## config.mk

```make
export PLATFORM = sky130hd
export DESIGN_NAME = slab_bitmap_slot_allocator_core
export DESIGN_NICKNAME = d
export VERILOG_FILES = /design/src/rtl/slab_alloc_pkg.sv /design/src/rtl/slab_bitmap_slot_allocator_core.sv /design/src/rtl/slab_alloc_ram.sv /design/src/rtl/slab_alloc_div.sv
export SDC_FILE = /design/constraint.sdc
export NUM_CORES = 1
export LEC_CHECK = 0
export ABC_CLOCK_PERIOD_IN_PS = 6700
export BUFFER_PORTS_ARGS = -buffer_cell sky130_fd_sc_hd__buf_2
export CAP_MARGIN = 20
export CORE_MARGIN = 5
export CORE_UTILIZATION = 57
export CTS_CLUSTER_DIAMETER = 40
export DETAILED_ROUTE_END_ITERATION = 8
export GPL_TIMING_DRIVEN = 1
export HOLD_SLACK_MARGIN = 0.1
export PLACE_DENSITY_LB_ADDON = 0.15
export SYNTH_ARGS = -nofsm -noshare
export SYNTH_HDL_FRONTEND = slang
export SYNTH_SLANG_ARGS = --single-unit
```

## constraint.sdc

```tcl
create_clock -name clock -period 6.7 [get_ports clock]
set_clock_uncertainty 0.15 [all_clocks]
set_input_delay 0.335 -clock clock [delete_from_list [all_inputs] [get_ports clock]]
set_output_delay 0.335 -clock clock [all_outputs]
set_load 0.005 [all_outputs]
```

## src/rtl/slab_alloc_pkg.sv

```systemverilog
// Shared constants for the slab slot allocator: field widths, status and
// occupancy codes, register indexes. No dependencies.
package slab_alloc_pkg;

   localparam int WORD_BITS = 32;
   localparam int BIT_W     = 5;

   localparam int OFFSET_W  = 24;
   localparam int SIZE_W    = 16;
   localparam int COUNT_W   = 9;
   localparam int INDEX_W   = 8;
   localparam int CSR_IDX_W = 8;
   localparam int DIV_STEPS = 24;

   localparam logic OP_ALLOC = 1'b0;
   localparam logic OP_FREE  = 1'b1;

   localparam logic [1:0] ST_OK            = 2'd0;
   localparam logic [1:0] ST_FULL          = 2'd1;
   localparam logic [1:0] ST_NOT_ALLOCATED = 2'd2;
   localparam logic [1:0] ST_OUT_OF_RANGE  = 2'd3;

   localparam logic [1:0] OCC_EMPTY   = 2'd0;
   localparam logic [1:0] OCC_PARTIAL = 2'd1;
   localparam logic [1:0] OCC_FULL    = 2'd2;

   localparam logic [CSR_IDX_W-1:0] CSR_SLOT_COUNT  = 8'd0;
   localparam logic [CSR_IDX_W-1:0] CSR_OBJECT_SIZE = 8'd1;

   localparam logic [COUNT_W-1:0] SLOT_COUNT_RESET  = 9'd256;
   localparam logic [SIZE_W-1:0]  OBJECT_SIZE_RESET = 16'd32;

endpackage

```

## src/rtl/slab_bitmap_slot_allocator_core.sv

```systemverilog
// Slab slot allocator top level: request sequencer, used-slot bitmap RAM and
// offset divider. Depends on slab_alloc_pkg, slab_alloc_ram, slab_alloc_div.
//
// One request is in work at a time. An allocate scans the bitmap RAM one
// 32-bit word at a time (read, then examine and write back) until it finds
// a slot or reports the slab full. A free runs the offset divider, then one
// read-modify-write of a single word; with a zero object size it skips both
// and reports out of range. A further request is taken while the previous
// result waits on rsp_stall. The bitmap needs no clearing pass: a per-word
// valid bit makes unwritten words read as free after reset. Register writes
// are taken on any cycle.
module slab_bitmap_slot_allocator_core
   import slab_alloc_pkg::*;
#(
   parameter int MAX_SLOTS = 256
) (
   input  logic                 clock,
   input  logic                 reset,
   input  logic                 csr_valid,
   output logic                 csr_ready,
   input  logic [CSR_IDX_W-1:0] csr_index,
   input  logic [SIZE_W-1:0]    csr_data,
   input  logic                 req_valid,
   output logic                 req_stall,
   input  logic                 req_operation,
   input  logic [OFFSET_W-1:0]  req_byte_offset,
   output logic                 rsp_valid,
   input  logic                 rsp_stall,
   output logic [1:0]           rsp_status,
   output logic [INDEX_W-1:0]   rsp_slot_index,
   output logic [OFFSET_W-1:0]  rsp_slot_offset,
   output logic [COUNT_W-1:0]   rsp_used_slots,
   output logic [1:0]           rsp_occupancy
);

   localparam int WORDS = (MAX_SLOTS + WORD_BITS - 1) / WORD_BITS;
   localparam int WAW   = WORDS > 1 ? $clog2(WORDS) : 1;
   localparam int WCW   = $clog2(WORDS + 1);
   localparam int IDXW  = $clog2(MAX_SLOTS);
   localparam int CNTW  = $clog2(MAX_SLOTS + 1);

   localparam logic [2:0] S_IDLE    = 3'd0;
   localparam logic [2:0] S_SCAN_RD = 3'd1;
   localparam logic [2:0] S_SCAN_EX = 3'd2;
   localparam logic [2:0] S_DIV     = 3'd3;
   localparam logic [2:0] S_FREE_EX = 3'd4;
   localparam logic [2:0] S_DONE    = 3'd5;

   logic [2:0]          state_ff,   state_in;
   logic [WCW-1:0]      wcnt_ff,    wcnt_in;
   logic [WAW-1:0]      addr_ff,    addr_in;
   logic [IDXW-1:0]     idx_ff,     idx_in;
   logic [1:0]          status_ff,  status_in;
   logic [CNTW-1:0]     counter_ff, counter_in;
   logic                rd_valid_ff;
   logic [WORDS-1:0]    word_valid_ff;
   logic [COUNT_W-1:0]  slot_count_ff;
   logic [SIZE_W-1:0]   object_size_ff;
   logic                rsp_valid_ff;
   logic [1:0]          rsp_status_ff;
   logic [INDEX_W-1:0]  rsp_index_ff;
   logic [OFFSET_W-1:0] rsp_offset_ff;
   logic [COUNT_W-1:0]  rsp_used_ff;
   logic [1:0]          rsp_occ_ff;

   logic                ram_we;
   logic [WORD_BITS-1:0] ram_wdata;
   logic                ram_re;
   logic [WAW-1:0]      ram_raddr;
   logic [WORD_BITS-1:0] ram_rdata;
   logic [WORD_BITS-1:0] cur_word;

   logic                div_start;
   logic                div_done;
   logic [OFFSET_W-1:0] div_quotient;

   logic [CNTW-1:0]     eff_count;
   logic [31:0]         base;
   logic [WORD_BITS-1:0] free_vec;
   logic                found;
   logic [BIT_W-1:0]    found_pos;
   logic                req_take;
   logic                rsp_load;
   logic [1:0]          occ;
   logic [IDXW+SIZE_W-1:0] product;

   assign eff_count = (32'(slot_count_ff) > 32'(MAX_SLOTS)) ? CNTW'(MAX_SLOTS)
                                                           : CNTW'(slot_count_ff);
   assign base      = 32'(wcnt_ff) * WORD_BITS;
   assign cur_word  = rd_valid_ff ? ram_rdata : '0;
   assign req_take  = req_valid && !req_stall;
   assign req_stall = state_ff != S_IDLE;
   assign rsp_load  = (state_ff == S_DONE) && (!rsp_valid_ff || !rsp_stall);
   assign csr_ready = 1'b1;

   always_comb begin
      free_vec  = '0;
      found     = 1'b0;
      found_pos = '0;
      for (int b = 0; b < WORD_BITS; b++) begin
         free_vec[b] = !cur_word[b] && ((base + 32'(b)) < 32'(eff_count));
      end
      for (int b = WORD_BITS - 1; b >= 0; b--) begin
         if (free_vec[b]) begin
            found     = 1'b1;
            found_pos = BIT_W'(b);
         end
      end
   end

   always_comb begin
      state_in   = state_ff;
      wcnt_in    = wcnt_ff;
      addr_in    = addr_ff;
      idx_in     = idx_ff;
      status_in  = status_ff;
      counter_in = counter_ff;
      ram_we     = 1'b0;
      ram_wdata  = cur_word;
      ram_re     = 1'b0;
      ram_raddr  = addr_ff;
      div_start  = 1'b0;
      unique case (state_ff)
         S_IDLE: begin
            if (req_take) begin
               status_in = ST_OK;
               wcnt_in   = '0;
               if (req_operation == OP_ALLOC) begin
                  state_in = S_SCAN_RD;
               end else if (object_size_ff == '0) begin
                  status_in = ST_OUT_OF_RANGE;
                  state_in  = S_DONE;
               end else begin
                  div_start = 1'b1;
                  state_in  = S_DIV;
               end
            end
         end
         S_SCAN_RD: begin
            if (wcnt_ff == WCW'(WORDS) || base >= 32'(eff_count)) begin
               status_in = ST_FULL;
               state_in  = S_DONE;
            end else begin
               addr_in   = wcnt_ff[WAW-1:0];
               ram_re    = 1'b1;
               ram_raddr = wcnt_ff[WAW-1:0];
               state_in  = S_SCAN_EX;
            end
         end
         S_SCAN_EX: begin
            if (found) begin
               ram_we               = 1'b1;
               ram_wdata[found_pos] = 1'b1;
               idx_in               = IDXW'(base + 32'(found_pos));
               counter_in           = counter_ff + 1'b1;
               state_in             = S_DONE;
            end else begin
               wcnt_in  = wcnt_ff + 1'b1;
               state_in = S_SCAN_RD;
            end
         end
         S_DIV: begin
            if (div_done) begin
               if (32'(div_quotient) >= 32'(eff_count)) begin
                  status_in = ST_OUT_OF_RANGE;
                  state_in  = S_DONE;
               end else begin
                  idx_in    = IDXW'(div_quotient);
                  addr_in   = WAW'(div_quotient >> BIT_W);
                  ram_re    = 1'b1;
                  ram_raddr = WAW'(div_quotient >> BIT_W);
                  state_in  = S_FREE_EX;
               end
            end
         end
         S_FREE_EX: begin
            if (cur_word[idx_ff[BIT_W-1:0]]) begin
               ram_we                        = 1'b1;
               ram_wdata[idx_ff[BIT_W-1:0]]  = 1'b0;
               if (counter_ff != '0) begin
                  counter_in = counter_ff - 1'b1;
               end
            end else begin
               status_in = ST_NOT_ALLOCATED;
            end
            state_in = S_DONE;
         end
         S_DONE: begin
            if (rsp_load) begin
               state_in = S_IDLE;
            end
         end
         default: begin
            state_in = S_IDLE;
         end
      endcase
   end

   always_ff @(posedge clock) begin
      if (reset) begin
         state_ff       <= S_IDLE;
         counter_ff     <= '0;
         word_valid_ff  <= '0;
         rd_valid_ff    <= 1'b0;
         slot_count_ff  <= SLOT_COUNT_RESET;
         object_size_ff <= OBJECT_SIZE_RESET;
         rsp_valid_ff   <= 1'b0;
      end else begin
         state_ff   <= state_in;
         counter_ff <= counter_in;
         if (ram_re) begin
            rd_valid_ff <= word_valid_ff[ram_raddr];
         end
         if (ram_we) begin
            word_valid_ff[addr_ff] <= 1'b1;
         end
         if (csr_valid && csr_ready) begin
            if (csr_index == CSR_SLOT_COUNT) begin
               slot_count_ff <= csr_data[COUNT_W-1:0];
            end else if (csr_index == CSR_OBJECT_SIZE) begin
               object_size_ff <= csr_data;
            end
         end
         if (rsp_load) begin
            rsp_valid_ff <= 1'b1;
         end else if (!rsp_stall) begin
            rsp_valid_ff <= 1'b0;
         end
      end
   end

   always_ff @(posedge clock) begin
      wcnt_ff   <= wcnt_in;
      addr_ff   <= addr_in;
      idx_ff    <= idx_in;
      status_ff <= status_in;
   end

   assign product = IDXW'(idx_ff) * object_size_ff;

   always_comb begin
      if (counter_ff == '0) begin
         occ = OCC_EMPTY;
      end else if (counter_ff >= eff_count) begin
         occ = OCC_FULL;
      end else begin
         occ = OCC_PARTIAL;
      end
   end

   always_ff @(posedge clock) begin
      if (rsp_load) begin
         rsp_status_ff <= status_ff;
         rsp_index_ff  <= (status_ff == ST_OK) ? INDEX_W'(idx_ff) : '0;
         rsp_offset_ff <= (status_ff == ST_OK) ? OFFSET_W'(product) : '0;
         rsp_used_ff   <= COUNT_W'(counter_ff);
         rsp_occ_ff    <= occ;
      end
   end

   assign rsp_valid       = rsp_valid_ff;
   assign rsp_status      = rsp_status_ff;
   assign rsp_slot_index  = rsp_index_ff;
   assign rsp_slot_offset = rsp_offset_ff;
   assign rsp_used_slots  = rsp_used_ff;
   assign rsp_occupancy   = rsp_occ_ff;

   slab_alloc_ram #(
      .WIDTH(WORD_BITS),
      .DEPTH(WORDS)
   ) u_bitmap (
      .clock (clock),
      .we    (ram_we),
      .waddr (addr_ff),
      .wdata (ram_wdata),
      .re    (ram_re),
      .raddr (ram_raddr),
      .rdata (ram_rdata)
   );

   slab_alloc_div u_div (
      .clock    (clock),
      .reset    (reset),
      .start    (div_start),
      .dividend (req_byte_offset),
      .divisor  (object_size_ff),
      .done     (div_done),
      .quotient (div_quotient)
   );

`ifndef SYNTHESIS
   a_counter_bound: assert property (@(posedge clock) disable iff (reset)
      32'(counter_ff) <= 32'(MAX_SLOTS))
      else $error("used counter above slot capacity");
   a_write_in_modify: assert property (@(posedge clock) disable iff (reset)
      ram_we |-> (state_ff == S_SCAN_EX || state_ff == S_FREE_EX))
      else $error("bitmap written outside a modify cycle");
   a_alloc_counts: assert property (@(posedge clock) disable iff (reset)
      (state_ff == S_SCAN_EX && ram_we) |=> counter_ff == $past(counter_ff) + 1'b1)
      else $error("allocate did not bump used counter");
   a_div_in_div: assert property (@(posedge clock) disable iff (reset)
      div_done |-> state_ff == S_DIV)
      else $error("divider finished outside divide state");
   a_err_zero: assert property (@(posedge clock) disable iff (reset)
      rsp_valid && rsp_status != ST_OK |-> rsp_slot_index == '0 && rsp_slot_offset == '0)
      else $error("error result carries a slot");
`endif

endmodule

```

## src/rtl/slab_alloc_ram.sv

```systemverilog
// Generic single-port-write, single-port-read RAM with registered read data.
// No dependencies.
module slab_alloc_ram #(
   parameter int WIDTH = 32,
   parameter int DEPTH = 8
) (
   input  logic                                  clock,
   input  logic                                  we,
   input  logic [(DEPTH > 1 ? $clog2(DEPTH) : 1)-1:0] waddr,
   input  logic [WIDTH-1:0]                      wdata,
   input  logic                                  re,
   input  logic [(DEPTH > 1 ? $clog2(DEPTH) : 1)-1:0] raddr,
   output logic [WIDTH-1:0]                      rdata
);

   logic [WIDTH-1:0] mem_ff [DEPTH];
   logic [WIDTH-1:0] rdata_ff;

   always_ff @(posedge clock) begin
      if (we) begin
         mem_ff[waddr] <= wdata;
      end
      if (re) begin
         rdata_ff <= mem_ff[raddr];
      end
   end

   assign rdata = rdata_ff;

endmodule

```

## src/rtl/slab_alloc_div.sv

```systemverilog
// Restoring shift-subtract divider, one quotient bit per cycle.
// Depends on slab_alloc_pkg.
module slab_alloc_div
   import slab_alloc_pkg::*;
(
   input  logic                clock,
   input  logic                reset,
   input  logic                start,
   input  logic [OFFSET_W-1:0] dividend,
   input  logic [SIZE_W-1:0]   divisor,
   output logic                done,
   output logic [OFFSET_W-1:0] quotient
);

   logic                busy_ff;
   logic                done_ff;
   logic [BIT_W-1:0]    step_ff;
   logic [SIZE_W-1:0]   rem_ff;
   logic [SIZE_W-1:0]   dsr_ff;
   logic [OFFSET_W-1:0] quo_ff;
   logic [SIZE_W:0]     trial;
   logic                take;

   assign trial = {rem_ff, quo_ff[OFFSET_W-1]};
   assign take  = trial >= {1'b0, dsr_ff};

   always_ff @(posedge clock) begin
      if (reset) begin
         busy_ff <= 1'b0;
         done_ff <= 1'b0;
         step_ff <= '0;
      end else begin
         done_ff <= 1'b0;
         if (start) begin
            busy_ff <= 1'b1;
            step_ff <= '0;
         end else if (busy_ff) begin
            step_ff <= step_ff + 1'b1;
            if (step_ff == BIT_W'(DIV_STEPS - 1)) begin
               busy_ff <= 1'b0;
               done_ff <= 1'b1;
            end
         end
      end
   end

   always_ff @(posedge clock) begin
      if (start) begin
         rem_ff <= '0;
         dsr_ff <= divisor;
         quo_ff <= dividend;
      end else if (busy_ff) begin
         rem_ff <= take ? SIZE_W'(trial - {1'b0, dsr_ff}) : trial[SIZE_W-1:0];
         quo_ff <= {quo_ff[OFFSET_W-2:0], take};
      end
   end

   assign done     = done_ff;
   assign quotient = quo_ff;

`ifndef SYNTHESIS
   a_done_one_cycle: assert property (@(posedge clock) disable iff (reset)
      done |=> !done)
      else $error("divider done held more than one cycle");
   a_done_after_busy: assert property (@(posedge clock) disable iff (reset)
      done |-> !busy_ff)
      else $error("divider done while still busy");
   a_no_restart_busy: assert property (@(posedge clock) disable iff (reset)
      busy_ff && !start |=> busy_ff || done)
      else $error("divider stopped without done");
`endif

endmodule

```

# --- Word-level counts from Yosys, hierarchy flattened ---
# Memories as Yosys holds them, arrays and structs flattened. A register that Yosys moved wholly into a read port is not among the register bits.
# Index checks and enable logic that the tools add are counted.
word_totals:
  input_bits: 54
  memories: 1
  reg_bits: 172
  rom_bits: 0
  output_inout_bits: 48
  ramBits: 256
  elab_cells: 360
  latchBits: 0
memory_table:
  columns: ["name", "depth", "width", "rd", "rd_ports_with_merged_regs", "wr", "line_no", "text"]
  rows:
  - ["u_bitmap.mem_ff", 8, 32, 1, 1, 1, "slab_alloc_ram.sv:16", "logic [WIDTH-1:0] mem_ff [DEPTH];"]
classes:
  n_addsub: 37
  bitwise: 6
  n_div: 0
  mux: 134
  n_lt_le_gt_ge: 44
  shift: 0
  reduce_logical: 95
  eq_ne: 20
  multipliers: 1
op_table:
  columns: ["operator", "count"]
  rows:
  - ["10-bit by 9-bit less-than comparator with 1-bit output", 31]
  - ["9-bit by 5-bit adder with 10-bit output, second input constant", 16]
  - ["5-bit two-way mux", 32]
  - ["32-bit two-way mux", 3]
  - ["9-bit by 4-bit adder with 10-bit output, second input constant", 8]
  - ["32-bit one-hot mux with 2 select lines", 1]
  - ["1-bit two-way mux", 55]
  - ["24-bit two-way mux", 2]
  - ["9-bit by 3-bit adder with 10-bit output, second input constant", 4]
  - ["1-bit logical AND", 37]
  - ["9-bit two-way mux", 4]
  - ["1-bit zero test", 35]
  - ["32-bit bitwise AND", 1]
  - ["32-bit inverter", 1]
  - ["32-bit OR", 1]
  - ["3-bit two-way mux", 10]
  - ["24-bit by 9-bit >= comparator with 1-bit output", 1]
  - ["8-bit by 16-bit multiplier with 24-bit output", 1]
  - ["8-bit two-way mux", 3]
  - ["9-bit by 2-bit adder with 10-bit output, second input constant", 2]
  - ["2-bit != test, second input constant", 10]
  - ["9-bit >= comparator", 2]
  - ["3-bit one-hot mux with 6 select lines", 1]
  - ["9-bit one-hot mux with 2 select lines", 1]
  - ["other kinds (51)", 75]

# --- Depth between registers and ports, before layout ---
logic_depth:
  depth_word: 43
  depth_mapped: 21
  ltp_nobuf: 19

# --- Cells and area by module ---
# A second synthesis with hierarchy kept.
unflattened:
  cells_unflattened: 2096
  hier_area_um2: 25918.6
modules_own_cells:
  columns: ["module", "n_inst", "area_per_inst_um2", "seq_area_each_um2", "cells_per_inst"]
  rows:
  - ["slab_bitmap_slot_allocator_core", 1, 11611.1, 2772.7, 1343]
  - ["slab_alloc_ram", 1, 10786.6, 8648.3, 415]
  - ["slab_alloc_div", 1, 3520.9, 1661.6, 338]

# --- Worst setup path after synthesis ---
# No wires, ideal clock.
synth_timing:
  kind: "register to register"
  from: "reg slot_count_ff[8]"
  to: "mem u_bitmap.mem_ff[4][0] (enable)"
  period_less_slack_ns: 5.797
  path_stages_with_launch: 16
  n_path_buf: 3
  setup_slack_ns: 0.903
  required_time_ns: 6.089
  t_arrival_ns: 5.186
  setup_ns: 0.461
  path_cell_list: "dfxtp_1 -> buf_6 -> buf_6 -> inv_1 -> nand2_1 -> ha_1 -> a21oi_1 -> o211ai_1 -> a21o_1 -> a31o_1 -> and3_1 -> nand3_4 -> a21o_1 -> buf_2 -> nand2_1 -> nor3_1"
synth_via:
  elab_chain_cells: 40
  elab_cells_between_ends: 102
  cone_classes: "33 x order compare; 37 x mux; 32 x reduce/logical"
synth_lines:
  columns: ["item", "line_no", "text"]
  rows:
  - ["start, declared", "slab_bitmap_slot_allocator_core.sv:57", "logic [COUNT_W-1:0] slot_count_ff;"]
  - ["start signal, assigned", "slab_bitmap_slot_allocator_core.sv:219", "slot_count_ff <= csr_data[COUNT_W-1:0];"]
  - ["9-bit greater-than comparator", "slab_bitmap_slot_allocator_core.sv:87", "assign eff_count = (32'(slot_count_ff) > 32'(MAX_SLOTS)) ? CNTW'(MAX_SLOTS)"]
  - ["9-bit two-way mux *", "slab_bitmap_slot_allocator_core.sv:87", null]
  - ["10-bit by 9-bit less-than comparator with 1-bit output", "slab_bitmap_slot_allocator_core.sv:101", "free_vec[b] = !cur_word[b] && ((base + 32'(b)) < 32'(eff_count));"]
  - ["1-bit logical AND", "slab_bitmap_slot_allocator_core.sv:101", null]
  - ["1-bit two-way mux (31 in series)", "slab_bitmap_slot_allocator_core.sv:104", "if (free_vec[b]) begin"]
  - ["1-bit two-way mux *", "slab_bitmap_slot_allocator_core.sv:104", null]
  - ["1-bit two-way mux *", "slab_bitmap_slot_allocator_core.sv:151", "if (found) begin"]
  - ["1-bit one-hot mux with 2 select lines *", "slab_bitmap_slot_allocator_core.sv:123", "unique case (state_ff)"]
  - ["1-bit two-way mux *", "slab_alloc_ram.sv:20", "if (we) begin"]
  - ["1-bit two-way mux (implied by the code) *", "slab_alloc_ram.sv:21", "mem_ff[waddr] <= wdata;"]
  - ["end, declared", "slab_alloc_ram.sv:16", null]
# Mark *: on every way between the ends. The rest lies on a longest branch, timed or not.

# --- Final worst setup path ---
layout_timing:
  from: "reg slot_count_ff[8]"
  to: "mem u_bitmap.mem_ff[1][25], data pin"
layout_via:
  elab_chain_cells: 43
  elab_cells_between_ends: 138
  cone_classes: "35 x order compare; 69 x mux; 1 x bitwise; 33 x reduce/logical"
layout_lines:
  columns: ["item", "line_no", "text"]
  rows:
  - ["9-bit greater-than comparator", "slab_bitmap_slot_allocator_core.sv:87", null]
  - ["9-bit two-way mux *", "slab_bitmap_slot_allocator_core.sv:87", null]
  - ["10-bit by 9-bit less-than comparator with 1-bit output", "slab_bitmap_slot_allocator_core.sv:101", null]
  - ["1-bit logical AND", "slab_bitmap_slot_allocator_core.sv:101", null]
  - ["5-bit two-way mux (32 in series)", "slab_bitmap_slot_allocator_core.sv:104", null]
  - ["5-bit by 6-bit less-than comparator with 1-bit output (implied by the code) or 5-bit by 1-bit >= comparator with 1-bit output (tied branches)", "slab_bitmap_slot_allocator_core.sv:153", "ram_wdata[found_pos] = 1'b1;"]
  - ["1-bit logical AND (implied by the code)", "slab_bitmap_slot_allocator_core.sv:153", null]
  - ["1-bit two-way mux (implied by the code)", "slab_bitmap_slot_allocator_core.sv:153", null]
  - ["1-bit demux with 5-bit select", "slab_bitmap_slot_allocator_core.sv:153", null]
  - ["32-bit OR (no source line)", null, null]
  - ["32-bit two-way mux *", "slab_bitmap_slot_allocator_core.sv:151", null]
  - ["32-bit one-hot mux with 2 select lines *", "slab_bitmap_slot_allocator_core.sv:123", null]
  - ["net ram_wdata[25]", "slab_bitmap_slot_allocator_core.sv:67", "logic [WORD_BITS-1:0] ram_wdata;"]
# The timed path passes the listed nets; every way through them passes the cells marked *.

==> flow_summary_export.csv <==
group,metric,value,unit
outcome,status,"finished clean",
sta,fin_crit_sh,0.850,
sta,setup_slack,1.01,ns
placed_design,dp.final_hpwl,45300,um
setup_path,cp_max_fo,23,
hold_path,holdCritPathClass,"primary input to flop",
clock_tree,cts_sinks,460,
finish,drive_gt1_frac,0.135,
clock_tree,root_buffer,"clkbuf_16",
yosys,yosys_warnings,0,
yosys,synthCells,2244,
hold_path,whs_path_depth,4,
finish,stdcell_area,0.0294,mm^2
setup_path,start_kind,"flop",
clock_tree,cts_buffer_depth,3,
power_and_ir_drop,total_power,12.0,mW
yosys,synth_cell_type_count,106,
placed_design,post-place-ws,1.17,ns
setup_path,arrival,5.81,ns
grt,antenna_found_initial,0,
sta,tns,0,ns
finish,final_nets,2606,
yosys,syn_area,0.0256,mm^2
die,die-height,222,um
die,rows,77,
die,core-area,0.0443,mm^2
grt,grt_max_degree,130,
sta,rsz0062_at_grt,"no",
yosys,async_flop_share,0,
grt,grtUsageTotal,0.273,
finish,area_growth,14.9,%
route,postRouteAntennaNets,0,
route,drt-total-wl,67500,um
clock_tree,insertion_delay,0.60,ns
grt,grt.overflow.total,0,
finish,seqCellArea,0.0131,mm^2
job,cap_violations,0,
setup_path,rr_worst_depth,12,
finish,n_antenna_cell,0,
power_and_ir_drop,peakVddDrop,0.428,mV
sta,worst_pin_slew,1.08,ns
power_and_ir_drop,cellLeakagePower,12.0,nW
setup_path,r2r-end,"u_bitmap.mem_ff[1][25]$_DFFE_PP_",
route,avgRoutedWirePerCell,22.4,um
setup_path,crit_required,6.82,ns
sta,hold_viol_final,0,
route,route.detailed.drc,0,
clock_tree,cts_made_buffers,66,
die,io_pins,102,
yosys,avgSynthCellArea,11.4,um^2
clock_tree,cts_resized,0,
sta,whs,0.149,ns
clock_tree,cts_max_level,3,
yosys,syn-num-nets,2477,
die,dieArea,0.0492,mm^2
clock_tree,path_clk_slew,0.06,ns
route,vias_per_cell,6.14,
setup_path,r2r_start,"slot_count_ff[8]$_SDFFE_PP1P_",
setup_path,path_class,"flop to flop",
sta,fmaxAchievable,176,MHz
route,dr.pass1.iters,6,
setup_path,crit_path_end_kind,"flop",
finish,n_fill_cell,3322,
sta,drv_slew,0,
clock_tree,cts_setup_buffers,0,
die,dieWidth,222,um
hold_path,hold_start,"csr_index[0]",
setup_path,r2r_slack,1.01,ns
placed_design,io_buffers,100,
finish,multi_input_area,0.0115,mm^2
sta,final.min_clock_period,5.69,ns
sta,relSlewSlack,0.277,
hold_path,whs_endpoint,"slot_count_ff[8]$_SDFFE_PP1P_",
route,num_vias,18500,
clock_tree,cts_hold_buf,43,
placed_design,gp_congestion,0.953,
yosys,synth_edf_count,387,
die,start_util,0.577,
yosys,ys_ff_latch,460,
grt,grt_pass1_vias,18900,
clock_tree,cts_tree,"built",
yosys,ys_seq_area_frac,0.511,
placed_design,dpl_cell_area,0.0266,mm^2
sta,setup_viol,0,
grt,grt_pass1_wl,106000,um
yosys,ys.flop_type,"edfxtp_1",
power_and_ir_drop,pwr_density_cell,409,mW/mm^2
route,drt_iter0_markers,1604,
[layer usage]
metal	vias up	global-route usage	part of all wire
met1	9168	0.360	0.42
met5	-	0	0
met3	162	0.0511	0.062
met2	729	0.455	0.49
met4	0	0.0976	0.036
li1	8464	-	-
[metrics by stage]
step	utilization	std cells
4_1_cts	0.662	3015
5_1_grt	0.663	3019
3_5_place_dp	0.601	2850
6_report	0.663	3019
2_1_floorplan	-	2244
3_3_place_gp	0.601	2850
[final cells by class]
cell class / instances / area share
well taps: 592 / 0.0252
clock inverters: 46 / 0.0168
multi-input cells: 1511 / 0.390
inverters: 153 / 0.0195
flip-flops and latches: 460 / 0.445
repair buffers: 181 / 0.0431
clock buffers: 76 / 0.0603
[critical path, cell delays in order, from the launching register on]
cell and delay (ns):
dfxtp_1 0.31, inv_1 0.26, nand2_1 0.21, ha_1 0.42
and4_1 0.85, nand2_1 0.46, nand3_1 0.31, nor3_1 0.11
or3_1 0.36, o21bai_1 0.31, a21o_1 0.25, nand4_1 0.48
o21ai_0 0.88
[cell families after synthesis]
kind of cell	synth area share
simple gates	0.137
flops	0.511
compound gates	0.116
buf+inv	0.0438
fa+ha+maj	0.113
mux	0.0648
xor+xnor	0.0140
other cells	0.000147
[worst max path at each step]
| stage | start | endpoint | slack (ns) | cells after the start |
|---|---|---|---|---|
| finish | slot_count_ff[8]$_SDFFE_PP1P_ | u_bitmap.mem_ff[1][25]$_DFFE_PP_ | 1.01 | 12 |
| floorplan | slot_count_ff[8]$_SDFFE_PP1P_ | u_bitmap.mem_ff[4][0]$_DFFE_PP_ | 0.90 | 15 |
| detailed placement | idx_ff[4]$_DFFE_PP_ | rsp_slot_offset[23]$_SDFFCE_PP0P_ | 1.17 | 17 |
| global placement | idx_ff[4]$_DFFE_PP_ | rsp_slot_offset[23]$_SDFFCE_PP0P_ | 1.28 | 17 |
| CTS | idx_ff[4]$_DFFE_PP_ | rsp_slot_offset[23]$_SDFFCE_PP0P_ | 1.17 | 17 |
| global route | slot_count_ff[8]$_SDFFE_PP1P_ | u_bitmap.mem_ff[1][9]$_DFFE_PP_ | 0.79 | 12 |
[placed cells by master (no fill, tap or decap), types with 9 or more instances in the layout]
cell	count
inv_6	9
inv_1	147
a211oi_1	10
fa_1	86
o22ai_1	26
mux2i_1	142
buf_4	32
xor2_1	17
buf_2	100
nand4_1	18
a221oi_1	37
nor3_1	25
dlygate4sd3_1	44
o21ai_0	60
o211ai_1	18
and2_1	79
ha_1	93
or3_1	9
nand3_1	33
clkbuf_16	69
dfxtp_1	73
and3_1	9
or2_2	9
xnor2_1	24
o21ai_1	14
nand3b_1	11
nor2b_1	13
edfxtp_1	387
a21oi_1	70
a21o_1	24
a31oi_1	10
nor2_1	132
nand2b_1	17
o21a_1	9
nor4_1	21
a32o_1	34
nand2_1	301
[Yosys cell counts, types with 14 or more instances]
| cell | n | share of area |
|---|---|---|
| nor4_1 | 21 | 0.0051 |
| a221oi_1 | 37 | 0.013 |
| nand2b_1 | 17 | 0.0042 |
| ha_1 | 93 | 0.045 |
| xor2_1 | 17 | 0.0058 |
| nand4_1 | 18 | 0.0044 |
| nand2_1 | 301 | 0.044 |
| and2_1 | 79 | 0.019 |
| dfxtp_1 | 73 | 0.057 |
| buf_2 | 25 | 0.0049 |
| nand3_1 | 33 | 0.0065 |
| o22ai_1 | 26 | 0.0064 |
| inv_1 | 147 | 0.022 |
| a21o_1 | 24 | 0.0070 |
| nor3_1 | 27 | 0.0053 |
| edfxtp_1 | 387 | 0.45 |
| clkbuf_1 | 73 | 0.011 |
| nor2_1 | 140 | 0.021 |
| fa_1 | 86 | 0.067 |
| xnor2_1 | 24 | 0.0082 |
| o21ai_0 | 60 | 0.012 |
| a32o_1 | 34 | 0.013 |
| mux2i_1 | 142 | 0.056 |
| o211ai_1 | 18 | 0.0053 |
| o21ai_1 | 14 | 0.0027 |
| a21oi_1 | 72 | 0.014 |
[sequential cells by signal, summed over array words and instances, names as in the netlist, 2 cells and up]
| register | count |
|---|---|
| addr_ff | 3 |
| counter_ff | 9 |
| idx_ff | 8 |
| object_size_ff | 16 |
| rsp_occupancy | 2 |
| rsp_slot_index | 8 |
| rsp_slot_offset | 24 |
| rsp_status | 2 |
| rsp_used_slots | 9 |
| slot_count_ff | 9 |
| state_ff | 3 |
| status_ff | 2 |
| u_bitmap.mem_ff | 256 |
| u_bitmap.rdata | 32 |
| u_div.dsr_ff | 16 |
| u_div.quotient | 24 |
| u_div.rem_ff | 16 |
| u_div.step_ff | 5 |
| wcnt_ff | 4 |
| word_valid_ff | 8 |
[power by group]
group / leakage [nW] / internal (mW) / switching [mW] / total (mW)
clock network: 1.09 / 2.17 / 1.32 / 3.49
logic: 6.70 / 1.60 / 2.66 / 4.26
registers: 4.21 / 3.84 / 0.433 / 4.28
total: 12.0 / 7.61 / 4.41 / 12.0
No activity file was read; power rests on OpenSTA's default activity.
